===== src/design/rtpsna_pkg.sv =====
// ----------------------------------------------------------------------------
// rtpsna_pkg
// Types, codes and helpers shared by the RTP sequence number assigner.
// ----------------------------------------------------------------------------
`default_nettype none

package rtpsna_pkg;

  // packet kinds (kind 3 behaves as media)
  localparam logic [1:0] KIND_MEDIA   = 2'd0;
  localparam logic [1:0] KIND_RTX     = 2'd1;
  localparam logic [1:0] KIND_PADDING = 2'd2;

  localparam logic [7:0]  PT_UNKNOWN   = 8'hFF;
  localparam logic [15:0] NUMBER_RESET = 16'd1;

  typedef enum logic [1:0] {
    STAT_SEQUENCED      = 2'd0,
    STAT_RTX_IGNORED    = 2'd1,
    STAT_UNKNOWN_STREAM = 2'd2
  } status_e;

  typedef enum logic [3:0] {
    REG_MEDIA_STREAM_ID       = 4'd0,
    REG_RESEND_STREAM_ID      = 4'd1,
    REG_RESEND_STREAM_PRESENT = 4'd2,
    REG_MARKER_BEFORE_PADDING = 4'd3,
    REG_MEDIA_NUMBER_START    = 4'd4,
    REG_RESEND_NUMBER_START   = 4'd5,
    REG_START_MEDIA_TIMESTAMP = 4'd6,
    REG_START_CAPTURE_MS      = 4'd7
  } cfg_reg_e;

  typedef struct packed {
    logic        en;
    logic [3:0]  index;
    logic [39:0] data;
  } cfg_wr_t;

  typedef struct packed {
    logic [31:0] stream_id;
    logic [1:0]  packet_kind;
    logic        marker;
    logic [6:0]  payload_kind;
    logic        red_wrapped;
    logic [7:0]  red_first_byte;
    logic        payload_nonempty;
    logic [31:0] media_timestamp_in;
    logic [39:0] capture_ms_in;
    logic [39:0] now_ms;
    logic [31:0] now_ticks;   // 90 * now_ms, mod 2^32
  } item_t;

  typedef struct packed {
    logic [1:0]  status;
    logic [15:0] seq_number;
    logic [31:0] media_timestamp_out;
    logic [7:0]  payload_kind_out;
    logic [39:0] capture_ms_out;
    logic        padding_violation;
    logic        media_padding_allowed;
    logic [15:0] next_media_number;
    logic [31:0] last_media_timestamp;
  } result_t;

  // ms to RTP ticks at 90 kHz, low 32 bits: 90 = 64 + 16 + 8 + 2
  function automatic logic [31:0] ms_to_ticks(input logic [39:0] ms);
    logic [31:0] m;
    m = ms[31:0];
    return (m << 6) + (m << 4) + (m << 3) + (m << 1);
  endfunction

endpackage

`default_nettype wire


===== src/design/rtpsna_in_reg.sv =====
// ----------------------------------------------------------------------------
// rtpsna_in_reg
// Input register: captures one descriptor beat and its time in RTP ticks.
// ----------------------------------------------------------------------------
`default_nettype none

module rtpsna_in_reg (
  input  wire logic                clk,
  input  wire logic                rst,
  input  wire logic                in_valid,
  output logic                     in_ready,
  input  wire logic [31:0]         stream_id,
  input  wire logic [1:0]          packet_kind,
  input  wire logic                marker,
  input  wire logic [6:0]          payload_kind,
  input  wire logic                red_wrapped,
  input  wire logic [7:0]          red_first_byte,
  input  wire logic                payload_nonempty,
  input  wire logic [31:0]         media_timestamp_in,
  input  wire logic [39:0]         capture_ms_in,
  input  wire logic [39:0]         now_ms,
  input  wire logic                advance,
  output logic                     item_valid,
  output rtpsna_pkg::item_t        item
);

  logic take;

  assign in_ready = !item_valid || advance;
  assign take     = in_valid && in_ready;

  always_ff @(posedge clk) begin
    if (rst) begin
      item_valid <= 1'b0;
    end else if (take) begin
      item_valid <= 1'b1;
    end else if (advance) begin
      item_valid <= 1'b0;
    end
  end

  always_ff @(posedge clk) begin
    if (take) begin
      item.stream_id          <= stream_id;
      item.packet_kind        <= packet_kind;
      item.marker             <= marker;
      item.payload_kind       <= payload_kind;
      item.red_wrapped        <= red_wrapped;
      item.red_first_byte     <= red_first_byte;
      item.payload_nonempty   <= payload_nonempty;
      item.media_timestamp_in <= media_timestamp_in;
      item.capture_ms_in      <= capture_ms_in;
      item.now_ms             <= now_ms;
      item.now_ticks          <= rtpsna_pkg::ms_to_ticks(now_ms);
    end
  end

endmodule

`default_nettype wire


===== src/design/rtpsna_core.sv =====
// ----------------------------------------------------------------------------
// rtpsna_core
// Stream state, configuration registers and the per-packet decision logic.
// ----------------------------------------------------------------------------
`default_nettype none

module rtpsna_core (
  input  wire logic                clk,
  input  wire logic                rst,
  input  wire rtpsna_pkg::cfg_wr_t cfg_wr,
  input  wire logic                advance,
  input  wire rtpsna_pkg::item_t   item,
  output rtpsna_pkg::result_t      result
);

  // configuration
  logic [31:0] media_stream_id;
  logic [31:0] resend_stream_id;
  logic        resend_stream_present;
  logic        marker_before_padding;

  // stream state
  logic [15:0] media_counter;
  logic [15:0] resend_counter;
  logic [7:0]  remembered_payload_kind;
  logic        payload_kind_known;
  logic        remembered_marker;
  logic [31:0] remembered_timestamp;
  logic [39:0] remembered_send_ms;
  logic [31:0] remembered_send_ticks;
  logic [39:0] remembered_capture_ms;

  logic        is_media, is_resend;
  logic        kind_rtx, kind_pad;
  logic        allowed;
  logic        media_bump, media_update, resend_bump;
  logic        fill_rtx_pad, time_moved;
  logic [15:0] media_counter_next;
  logic [7:0]  pt_in;

  assign is_media  = (item.stream_id == media_stream_id);
  assign is_resend = !is_media && resend_stream_present &&
                     (item.stream_id == resend_stream_id);
  assign kind_rtx  = (item.packet_kind == rtpsna_pkg::KIND_RTX);
  assign kind_pad  = (item.packet_kind == rtpsna_pkg::KIND_PADDING);
  assign allowed   = payload_kind_known && (!marker_before_padding || remembered_marker);

  assign media_update = is_media && !kind_rtx && !kind_pad;
  assign media_bump   = is_media && !kind_rtx;
  assign resend_bump  = is_resend;
  assign media_counter_next = media_bump ? media_counter + 16'd1 : media_counter;

  assign fill_rtx_pad = is_resend && kind_pad && !item.payload_nonempty;
  // elapsed > 0 only when a media packet was sent and the clock moved past it
  assign time_moved   = (remembered_send_ms != 40'd0) && (item.now_ms > remembered_send_ms);
  assign pt_in        = {1'b0, item.payload_kind};

  always_comb begin
    result.status                = rtpsna_pkg::STAT_SEQUENCED;
    result.seq_number            = 16'd0;
    result.media_timestamp_out   = item.media_timestamp_in;
    result.payload_kind_out      = pt_in;
    result.capture_ms_out        = item.capture_ms_in;
    result.padding_violation     = 1'b0;
    result.media_padding_allowed = allowed;
    result.next_media_number     = media_counter_next;
    result.last_media_timestamp  = remembered_timestamp;

    if (is_media) begin
      if (kind_rtx) begin
        result.status = rtpsna_pkg::STAT_RTX_IGNORED;
      end else if (kind_pad) begin
        result.seq_number          = media_counter;
        result.padding_violation   = !allowed;
        result.media_timestamp_out = remembered_timestamp;
        result.capture_ms_out      = remembered_capture_ms;
        result.payload_kind_out    = payload_kind_known ? remembered_payload_kind
                                                        : rtpsna_pkg::PT_UNKNOWN;
      end else begin
        result.seq_number            = media_counter;
        result.media_padding_allowed = !marker_before_padding || item.marker;
        result.last_media_timestamp  = item.media_timestamp_in;
      end
    end else if (is_resend) begin
      result.seq_number = resend_counter;
      if (fill_rtx_pad) begin
        if (time_moved) begin
          // ts + 90*(now - send) = ts + 90*now - 90*send, all mod 2^32
          result.media_timestamp_out = remembered_timestamp + item.now_ticks
                                       - remembered_send_ticks;
          result.capture_ms_out = (remembered_capture_ms != 40'd0)
                                ? remembered_capture_ms + item.now_ms - remembered_send_ms
                                : remembered_capture_ms;
        end else begin
          result.media_timestamp_out = remembered_timestamp;
          result.capture_ms_out      = remembered_capture_ms;
        end
      end
    end else begin
      result.status = rtpsna_pkg::STAT_UNKNOWN_STREAM;
    end
  end

  always_ff @(posedge clk) begin
    if (rst) begin
      media_stream_id         <= 32'd0;
      resend_stream_id        <= 32'd0;
      resend_stream_present   <= 1'b0;
      marker_before_padding   <= 1'b0;
      media_counter           <= rtpsna_pkg::NUMBER_RESET;
      resend_counter          <= rtpsna_pkg::NUMBER_RESET;
      remembered_payload_kind <= 8'd0;
      payload_kind_known      <= 1'b0;
      remembered_marker       <= 1'b0;
      remembered_timestamp    <= 32'd0;
      remembered_send_ms      <= 40'd0;
      remembered_send_ticks   <= 32'd0;
      remembered_capture_ms   <= 40'd0;
    end else if (cfg_wr.en) begin
      unique case (cfg_wr.index)
        rtpsna_pkg::REG_MEDIA_STREAM_ID:       media_stream_id       <= cfg_wr.data[31:0];
        rtpsna_pkg::REG_RESEND_STREAM_ID:      resend_stream_id      <= cfg_wr.data[31:0];
        rtpsna_pkg::REG_RESEND_STREAM_PRESENT: resend_stream_present <= cfg_wr.data[0];
        rtpsna_pkg::REG_MARKER_BEFORE_PADDING: marker_before_padding <= cfg_wr.data[0];
        rtpsna_pkg::REG_MEDIA_NUMBER_START:    media_counter         <= cfg_wr.data[15:0];
        rtpsna_pkg::REG_RESEND_NUMBER_START:   resend_counter        <= cfg_wr.data[15:0];
        rtpsna_pkg::REG_START_MEDIA_TIMESTAMP: remembered_timestamp  <= cfg_wr.data[31:0];
        rtpsna_pkg::REG_START_CAPTURE_MS:      remembered_capture_ms <= cfg_wr.data;
        default: ;
      endcase
    end else if (advance) begin
      media_counter <= media_counter_next;
      if (resend_bump) begin
        resend_counter <= resend_counter + 16'd1;
      end
      if (media_update) begin
        remembered_marker       <= item.marker;
        remembered_payload_kind <= item.red_wrapped ? item.red_first_byte : pt_in;
        payload_kind_known      <= 1'b1;
        remembered_timestamp    <= item.media_timestamp_in;
        remembered_send_ms      <= item.now_ms;
        remembered_send_ticks   <= item.now_ticks;
        remembered_capture_ms   <= item.capture_ms_in;
      end
    end
  end

endmodule

`default_nettype wire


===== src/design/rtpsna_out_reg.sv =====
// ----------------------------------------------------------------------------
// rtpsna_out_reg
// Result register: holds one result beat until the receiver takes it.
// ----------------------------------------------------------------------------
`default_nettype none

module rtpsna_out_reg (
  input  wire logic                 clk,
  input  wire logic                 rst,
  input  wire logic                 load,
  input  wire rtpsna_pkg::result_t  result,
  output logic                      space,
  output logic                      out_valid,
  input  wire logic                 out_ready,
  output rtpsna_pkg::result_t       held
);

  assign space = !out_valid || out_ready;

  always_ff @(posedge clk) begin
    if (rst) begin
      out_valid <= 1'b0;
    end else if (load) begin
      out_valid <= 1'b1;
    end else if (out_ready) begin
      out_valid <= 1'b0;
    end
  end

  always_ff @(posedge clk) begin
    if (load) begin
      held <= result;
    end
  end

endmodule

`default_nettype wire


===== src/design/rtp_sequence_number_assigner.sv =====
// ----------------------------------------------------------------------------
// rtp_sequence_number_assigner
// Hands out RTP sequence numbers for a media stream and its RTX stream.
// ----------------------------------------------------------------------------
// Usage:
//  - Input channel (in_valid/in_ready): one outgoing packet descriptor per
//    beat. Output channel (out_valid/out_ready): one result beat per input.
//  - Config channel (cfg_valid/cfg_ready, cfg_index, cfg_data): always ready;
//    write only while no packet is in flight. Writes to the start registers
//    load the counters and the remembered timestamp / capture time at once.
//  - Path: an accepted beat sits in the input register, passes the core logic
//    and enters the result register when that has space, showing on out_valid.
//  - Throughput: one descriptor per cycle unless stalled. All per-packet work,
//    including the RTX padding time catch-up, fits between the two registers;
//    the 90x scaling of now_ms is done as the beat enters the input register.
//  - Reset (rst, synchronous): both counters go to 1, the packet memory and
//    config are cleared, the valid flags clear and the channels go idle.
//  - Receiver stall: the result register holds its beat; the input register
//    takes one more beat, then in_ready drops until the result is taken.
// ----------------------------------------------------------------------------
`default_nettype none

module rtp_sequence_number_assigner (
  input  wire logic        clk,
  input  wire logic        rst,
  // config write channel
  input  wire logic        cfg_valid,
  output logic             cfg_ready,
  input  wire logic [3:0]  cfg_index,
  input  wire logic [39:0] cfg_data,
  // descriptor channel
  input  wire logic        in_valid,
  output logic             in_ready,
  input  wire logic [31:0] stream_id,
  input  wire logic [1:0]  packet_kind,
  input  wire logic        marker,
  input  wire logic [6:0]  payload_kind,
  input  wire logic        red_wrapped,
  input  wire logic [7:0]  red_first_byte,
  input  wire logic        payload_nonempty,
  input  wire logic [31:0] media_timestamp_in,
  input  wire logic [39:0] capture_ms_in,
  input  wire logic [39:0] now_ms,
  // result channel
  output logic             out_valid,
  input  wire logic        out_ready,
  output logic [1:0]       status,
  output logic [15:0]      seq_number,
  output logic [31:0]      media_timestamp_out,
  output logic [7:0]       payload_kind_out,
  output logic [39:0]      capture_ms_out,
  output logic             padding_violation,
  output logic             media_padding_allowed,
  output logic [15:0]      next_media_number,
  output logic [31:0]      last_media_timestamp
);

  rtpsna_pkg::cfg_wr_t cfg_wr;
  rtpsna_pkg::item_t   item;
  rtpsna_pkg::result_t result;
  rtpsna_pkg::result_t held;
  logic                item_valid;
  logic                space;
  logic                advance;

  // config beats are taken every cycle
  assign cfg_ready    = 1'b1;
  assign cfg_wr.en    = cfg_valid;
  assign cfg_wr.index = cfg_index;
  assign cfg_wr.data  = cfg_data;

  // an item moves into the result register whenever that register frees up
  assign advance = item_valid && space;

  rtpsna_in_reg u_in_reg (
    .clk                (clk),
    .rst                (rst),
    .in_valid           (in_valid),
    .in_ready           (in_ready),
    .stream_id          (stream_id),
    .packet_kind        (packet_kind),
    .marker             (marker),
    .payload_kind       (payload_kind),
    .red_wrapped        (red_wrapped),
    .red_first_byte     (red_first_byte),
    .payload_nonempty   (payload_nonempty),
    .media_timestamp_in (media_timestamp_in),
    .capture_ms_in      (capture_ms_in),
    .now_ms             (now_ms),
    .advance            (advance),
    .item_valid         (item_valid),
    .item               (item)
  );

  rtpsna_core u_core (
    .clk     (clk),
    .rst     (rst),
    .cfg_wr  (cfg_wr),
    .advance (advance),
    .item    (item),
    .result  (result)
  );

  rtpsna_out_reg u_out_reg (
    .clk       (clk),
    .rst       (rst),
    .load      (advance),
    .result    (result),
    .space     (space),
    .out_valid (out_valid),
    .out_ready (out_ready),
    .held      (held)
  );

  assign status                = held.status;
  assign seq_number            = held.seq_number;
  assign media_timestamp_out   = held.media_timestamp_out;
  assign payload_kind_out      = held.payload_kind_out;
  assign capture_ms_out        = held.capture_ms_out;
  assign padding_violation     = held.padding_violation;
  assign media_padding_allowed = held.media_padding_allowed;
  assign next_media_number     = held.next_media_number;
  assign last_media_timestamp  = held.last_media_timestamp;

endmodule

`default_nettype wire


===== config.mk =====
export PLATFORM = sky130hd
export DESIGN_NAME = rtp_sequence_number_assigner
export DESIGN_NICKNAME = d
export VERILOG_FILES = /design/src/design/rtpsna_pkg.sv /design/src/design/rtpsna_in_reg.sv /design/src/design/rtpsna_core.sv /design/src/design/rtpsna_out_reg.sv /design/src/design/rtp_sequence_number_assigner.sv
export SDC_FILE = /design/constraint.sdc
export NUM_CORES = 2
export LEC_CHECK = 0
export ABC_AREA = 1
export BUFFER_PORTS_ARGS = -buffer_cell sky130_fd_sc_hd__buf_2
export CORE_ASPECT_RATIO = 0.8
export CORE_MARGIN = 2
export CORE_UTILIZATION = 35
export CTS_CLUSTER_SIZE = 24
export DETAILED_ROUTE_END_ITERATION = 10
export GPL_ROUTABILITY_DRIVEN = 0
export SLEW_MARGIN = 10
export SYNTH_ARGS = -nofsm -noshare
export SYNTH_HDL_FRONTEND = slang
export SYNTH_HIERARCHICAL = 1
export SYNTH_SLANG_ARGS = --single-unit

===== constraint.sdc =====
create_clock -name clk -period 19.49 [get_ports clk]
set_clock_uncertainty 0.2 [all_clocks]
set_input_delay 3.898 -clock clk [delete_from_list [all_inputs] [get_ports clk]]
set_output_delay 3.898 -clock clk [all_outputs]
set_load 0.01 [all_outputs]

; ---- After elaboration in Yosys (flattened, before gate mapping)
; Index checks and enable logic that the tools add are counted.
[totals]
ff_bits = 598
inputBits = 213
out_inout_bits = 151
word_cells = 145
[op_classes]
addsub = 9
n_lt_le_gt_ge = 1
eq_ne = 15
muxes = 41
bitwise_logic = 3
reduce_logical = 40
[ops]
columns = cell, n
row1 = $mux W40, 9
row2 = $mux W32, 9
row3 = $add A32 B32 Y32, 4
row4 = $mux W16, 8
row5 = $mux W98, 1
row6 = $mux W81, 1
row7 = $reduce_bool A40 Y1, 2
row8 = $eq A32 B32 Y1, 2
row9 = $mux W50, 1
row10 = $mux W48, 1
row11 = $add A40 B40 Y40, 1
row12 = $gt A40 B40 Y1, 1
row13 = $sub A40 B40 Y40, 1
row14 = $add A16 B1 Y16 const B, 2
row15 = $sub A32 B32 Y32, 1
row16 = $eq A4 B3 Y1 const B, 4
row17 = $mux W8, 2
row18 = $reduce_and A3 Y1, 4
row19 = $logic_and A1 B1 Y1, 10
row20 = $reduce_and A2 Y1, 5
row21 = $reduce_bool A2 Y1, 5
row22 = $eq A4 B2 Y1 const B, 2
row23 = $logic_not A1 Y1, 8
row24 = $ne A2 B1 Y1 const B, 4
row25 = 10 further kinds, 21

; ---- Longest topological paths before layout
[logic_depth]
depth_word = 9
mapped_depth = 21

; ---- By module
; The synthesis kept the hierarchy.
[by_module_without_submodules]
columns = mod, n_inst, cells_per_inst, area_each_um2, seq_area_each_um2
row1 = rtpsna_core, 1, 4059, 23816.6, 5044.8
row2 = rtpsna_in_reg, 1, 740, 9277.6, 5815.6
row3 = rtpsna_out_reg, 1, 153, 4486.8, 4464.3
row4 = rtp_sequence_number_assigner, 1, 4, 18.8, 0.0

; ---- Worst setup path after synthesis
; No wires, ideal clock.
[synth_timing]
kind = input-to-reg
from = in out_ready
to = reg, netlist name u_in_reg/item[100]
arrival_time_ns = 16.429
t_required_ns = 18.480
slack_ns = 2.051
path_stages = 6
n_path_buf = 0
cell_sequence = inv_1 nand2_2 nand2_1 inv_1 inv_1 a21oi_1
[synth_via]
elab_chain_len = 4
[synth_rtl]
columns = element, line
row1 = from (decl), rtp_sequence_number_assigner.sv:46  ; input wire logic out_ready,
row2 = $logic_or A1 B1 Y1, rtpsna_out_reg.sv:18  ; assign space = !out_valid || out_ready;
row3 = named net space, rtp_sequence_number_assigner.sv:63  ; logic space;
row4 = $logic_and A1 B1 Y1, rtp_sequence_number_assigner.sv:73  ; assign advance = item_valid && space;
row5 = named net advance, rtp_sequence_number_assigner.sv:64  ; logic advance;
row6 = $logic_or A1 B1 Y1, rtpsna_in_reg.sv:29  ; assign in_ready = !item_valid || advance;
row7 = $logic_and A1 B1 Y1, rtpsna_in_reg.sv:30  ; assign take = in_valid && in_ready;
row8 = named net u_in_reg.take, rtpsna_in_reg.sv:27  ; logic take;
; The timed path passes the listed nets, and every way through them passes these cells.
; A chain may end at the register's enable or synchronous reset.

; ---- Worst setup path in the final report
[layout_timing]
from = in out_ready
to = out in_ready
[layout_via]
elab_chain_len = 3
[layout_rtl]
columns = element, line
row1 = $logic_or A1 B1 Y1, rtpsna_out_reg.sv:18
row2 = named net space, rtp_sequence_number_assigner.sv:63
row3 = $logic_and A1 B1 Y1, rtp_sequence_number_assigner.sv:73
row4 = named net advance, rtp_sequence_number_assigner.sv:64
row5 = $logic_or A1 B1 Y1, rtpsna_in_reg.sv:29
row6 = to (decl), rtp_sequence_number_assigner.sv:33  ; output logic in_ready,
; The timed path passes the listed nets, and every way through them passes these cells.

==> flow_summary.ini <==
[outcome]
outcome = finished, final reports clean

[logic_synthesis]
synth_area_leaders = edfxtp_1 (27%), dfxtp_1 (14%), nand2_1 (11%), inv_1 (8.7%), fa_1 (6.5%)
yosysWarnings = 6
syn-cell-area_mm2 = 0.0376
synth_seq_cells = 595
postSynthCellCount = 4956
synth_top_area_share = 0.272
synth_edf_count = 341
ys_seq_area_frac = 0.408
syn_nets = 5435
ys_dominant_reg_cell = edfxtp_1
yosysMostFrequentCell = nand2_1
syn_area_per_cell_um2 = 7.59
yosys.area.top_type = edfxtp_1
ys_types = 49
synth_top_cells_by_count = nand2_1 (1143), inv_1 (871), nor2_1 (520), o21ai_0 (415), a21oi_1 (362)
ys_async_sr_fraction = 0

[critical_path]
arrival_ns = 5.26
critPathCaptureType = output pin
timing.rr.start = u_in_reg/item[175]$_DFFE_PP_
slowest_stage = inv_6
start_kind = input port
crit_type = input port to output pin
worstSetupStartpoint = out_ready
cp_max_fo = 87
cp_slowest_stage_delay_ns = 0.61
crit_chain = buf_2 > inv_1 > nand2_2 > nand2_1 > inv_6 > inv_1 > nand2_1 > buf_2
required_ns = 15.39
r2r_setup_slack_ns = 14.40

[cells_and_area]
layout-drive-gt1-share = 0.106
fin_util = 0.404
syn_to_final_growth_pct = 14.5
fillers = 10975
nNetsFinal = 5722

[global_routing]
first_global_vias = 31231
antenna_found_initial = 21
grt_max_degree = 144
grtUsageTotal = 0.233
globalRouteOverflowTotal = 0
grt_pass1_wl_mm = 194

[clock_tree]
numCtsBuffers = 70
h-tree-depth = 3
clock_latency_ns = 0.67
root_buffer = clkbuf_16
cts_tree = done
path_clk_slew_ns = 0.06
cts_sinks = 595
post_cts_buffers = 0
cts_hold_buf = 0
clk_path_buf_depth = 3
cts_resized = 0

[floorplan]
dieArea_mm2 = 0.110
core_area_mm2 = 0.106
start_util = 0.353
io_pins = 364
die_w_um = 370
rows = 107
die_h_um = 297

[timing]
drv_slew = 0
min_period_ns = 9.36
hold_viol_final = 0
rsz0062_at_grt = no
holdWs_ns = 0.258
tightest_slew_ns = 1.09
setup_slack_ns = 10.13
fin_crit_sh = 0.480
fmax_mhz = 107
tns_ns = 0
relSlewSlack = 0.274
setup_violations = 0

[placed_design]
place_hpwl_mm = 100
pre_cts_ws_ns = 10.06
port_buffers = 362

[power]
p_per_area_mw_per_mm2 = 93.8
p_leak_nw = 19.7
max-vdd-ir-drop_mv = 0.0676

[drt]
viasPerCell = 5.07
drc_errors = 0
drtPass1Iterations = 7
dr_total_vias = 34064
wl_mm = 131
antenna_left = 0
wl_per_cell_um = 19.5
drt_iter0_drc = 3980

[hold_path]
worstHoldStart = u_core/media_stream_id[24]$_SDFFE_PP0P_
hold_class = flop to flop

[run]
cap_violations = 0
==> worst max-delay path: cells and delay by family <==
kind / cells / cell delay, ns
buffers and inverters: 5 / 1.06
AND/OR/NAND/NOR: 3 / 0.29
==> flip-flops by register name, summed over array words and instances (netlist names), 8 cells and up <==
name	flops
u_in_reg/item	193
u_out_reg/held	148
u_core/remembered_capture_ms	40
u_core/remembered_send_ms	40
u_core/media_stream_id	32
u_core/remembered_send_ticks	32
u_core/remembered_timestamp	32
u_core/resend_stream_id	32
u_core/media_counter	16
u_core/resend_counter	16
u_core/remembered_payload_kind	8
==> metal layers <==
metal,global-route usage,vias to the layer above,share of wire
li1,-,16414,-
met1,0.349,15982,0.46
met2,0.340,1495,0.42
met3,0.0438,161,0.094
met4,0.0603,12,0.025
met5,0,-,0.00053
==> worst paths after layout <==
path | cells past startpoint | end
min reg2reg | 2 | u_core/media_stream_id[24]$_SDFFE_PP0P_
max reg2reg | 14 | u_core/remembered_capture_ms[36]$_SDFFE_PP0P_
min | 2 | u_core/media_stream_id[24]$_SDFFE_PP0P_
max | 8 | in_ready
==> area by class of cell <==
class,count,area [um2],area share
Timing Repair Buffer,386,1990,0.0463
Inverter,882,3320,0.0771
Clock buffer,81,1830,0.0426
Tap cell,1417,1770,0.0412
Sequential cell,595,15300,0.356
Multi-Input combinational cell,3308,18200,0.424
Clock inverter,48,541,0.0126
Antenna cell,4,10.0,0.000233
==> through the flow <==
stage / instance area (um2) / power [mW] / std cells
after floorplan: 37600 / 2.31 / 4956
after global placement: 40700 / 2.66 / 6588
after detailed placement: 40700 / 2.67 / 6588
after CTS: 43000 / 4.05 / 6717
after global routing: 43000 / 4.27 / 6718
final: 43000 / 4.04 / 6721
==> power by group <==
group / internal, mW / switching (mW) / total (mW)
combinational: 0.391 / 0.794 / 1.19
clock: 0.791 / 0.574 / 1.37
sequential: 1.42 / 0.0621 / 1.49
==> layout by cell type (no fill, tap or decap), types with 21 or more instances in the layout <==
cell | Yosys | layout
buf_4 | 5 | 25
nand2_1 | 1143 | 1143
fa_1 | 123 | 123
dfxtp_1 | 254 | 254
inv_1 | 871 | 869
nand3_1 | 197 | 196
nor3_1 | 36 | 36
o21ai_1 | 55 | 55
a211oi_1 | 21 | 21
nand4_1 | 66 | 66
a21oi_1 | 362 | 361
o21ai_0 | 415 | 415
nor2_1 | 520 | 519
buf_2 | 51 | 361
xnor2_1 | 32 | 32
clkbuf_16 | 0 | 70
edfxtp_1 | 341 | 341
ha_1 | 143 | 143
xor2_1 | 65 | 65
==> kinds of logic (layout without fill, tap and decap cells) <==
logic type,count (synthesis),in the layout,synth area share
AOI/OAI and AO/OA,909,909,0.126
xor gates and xnor gates,97,97,0.0226
adders and majority gates,266,266,0.113
buffers and inverters,1053,1397,0.108
DFF,595,595,0.408
other,2,6,0.000200
and+or+nand+nor,2034,2034,0.222
(Power assumes the default switching activity.)
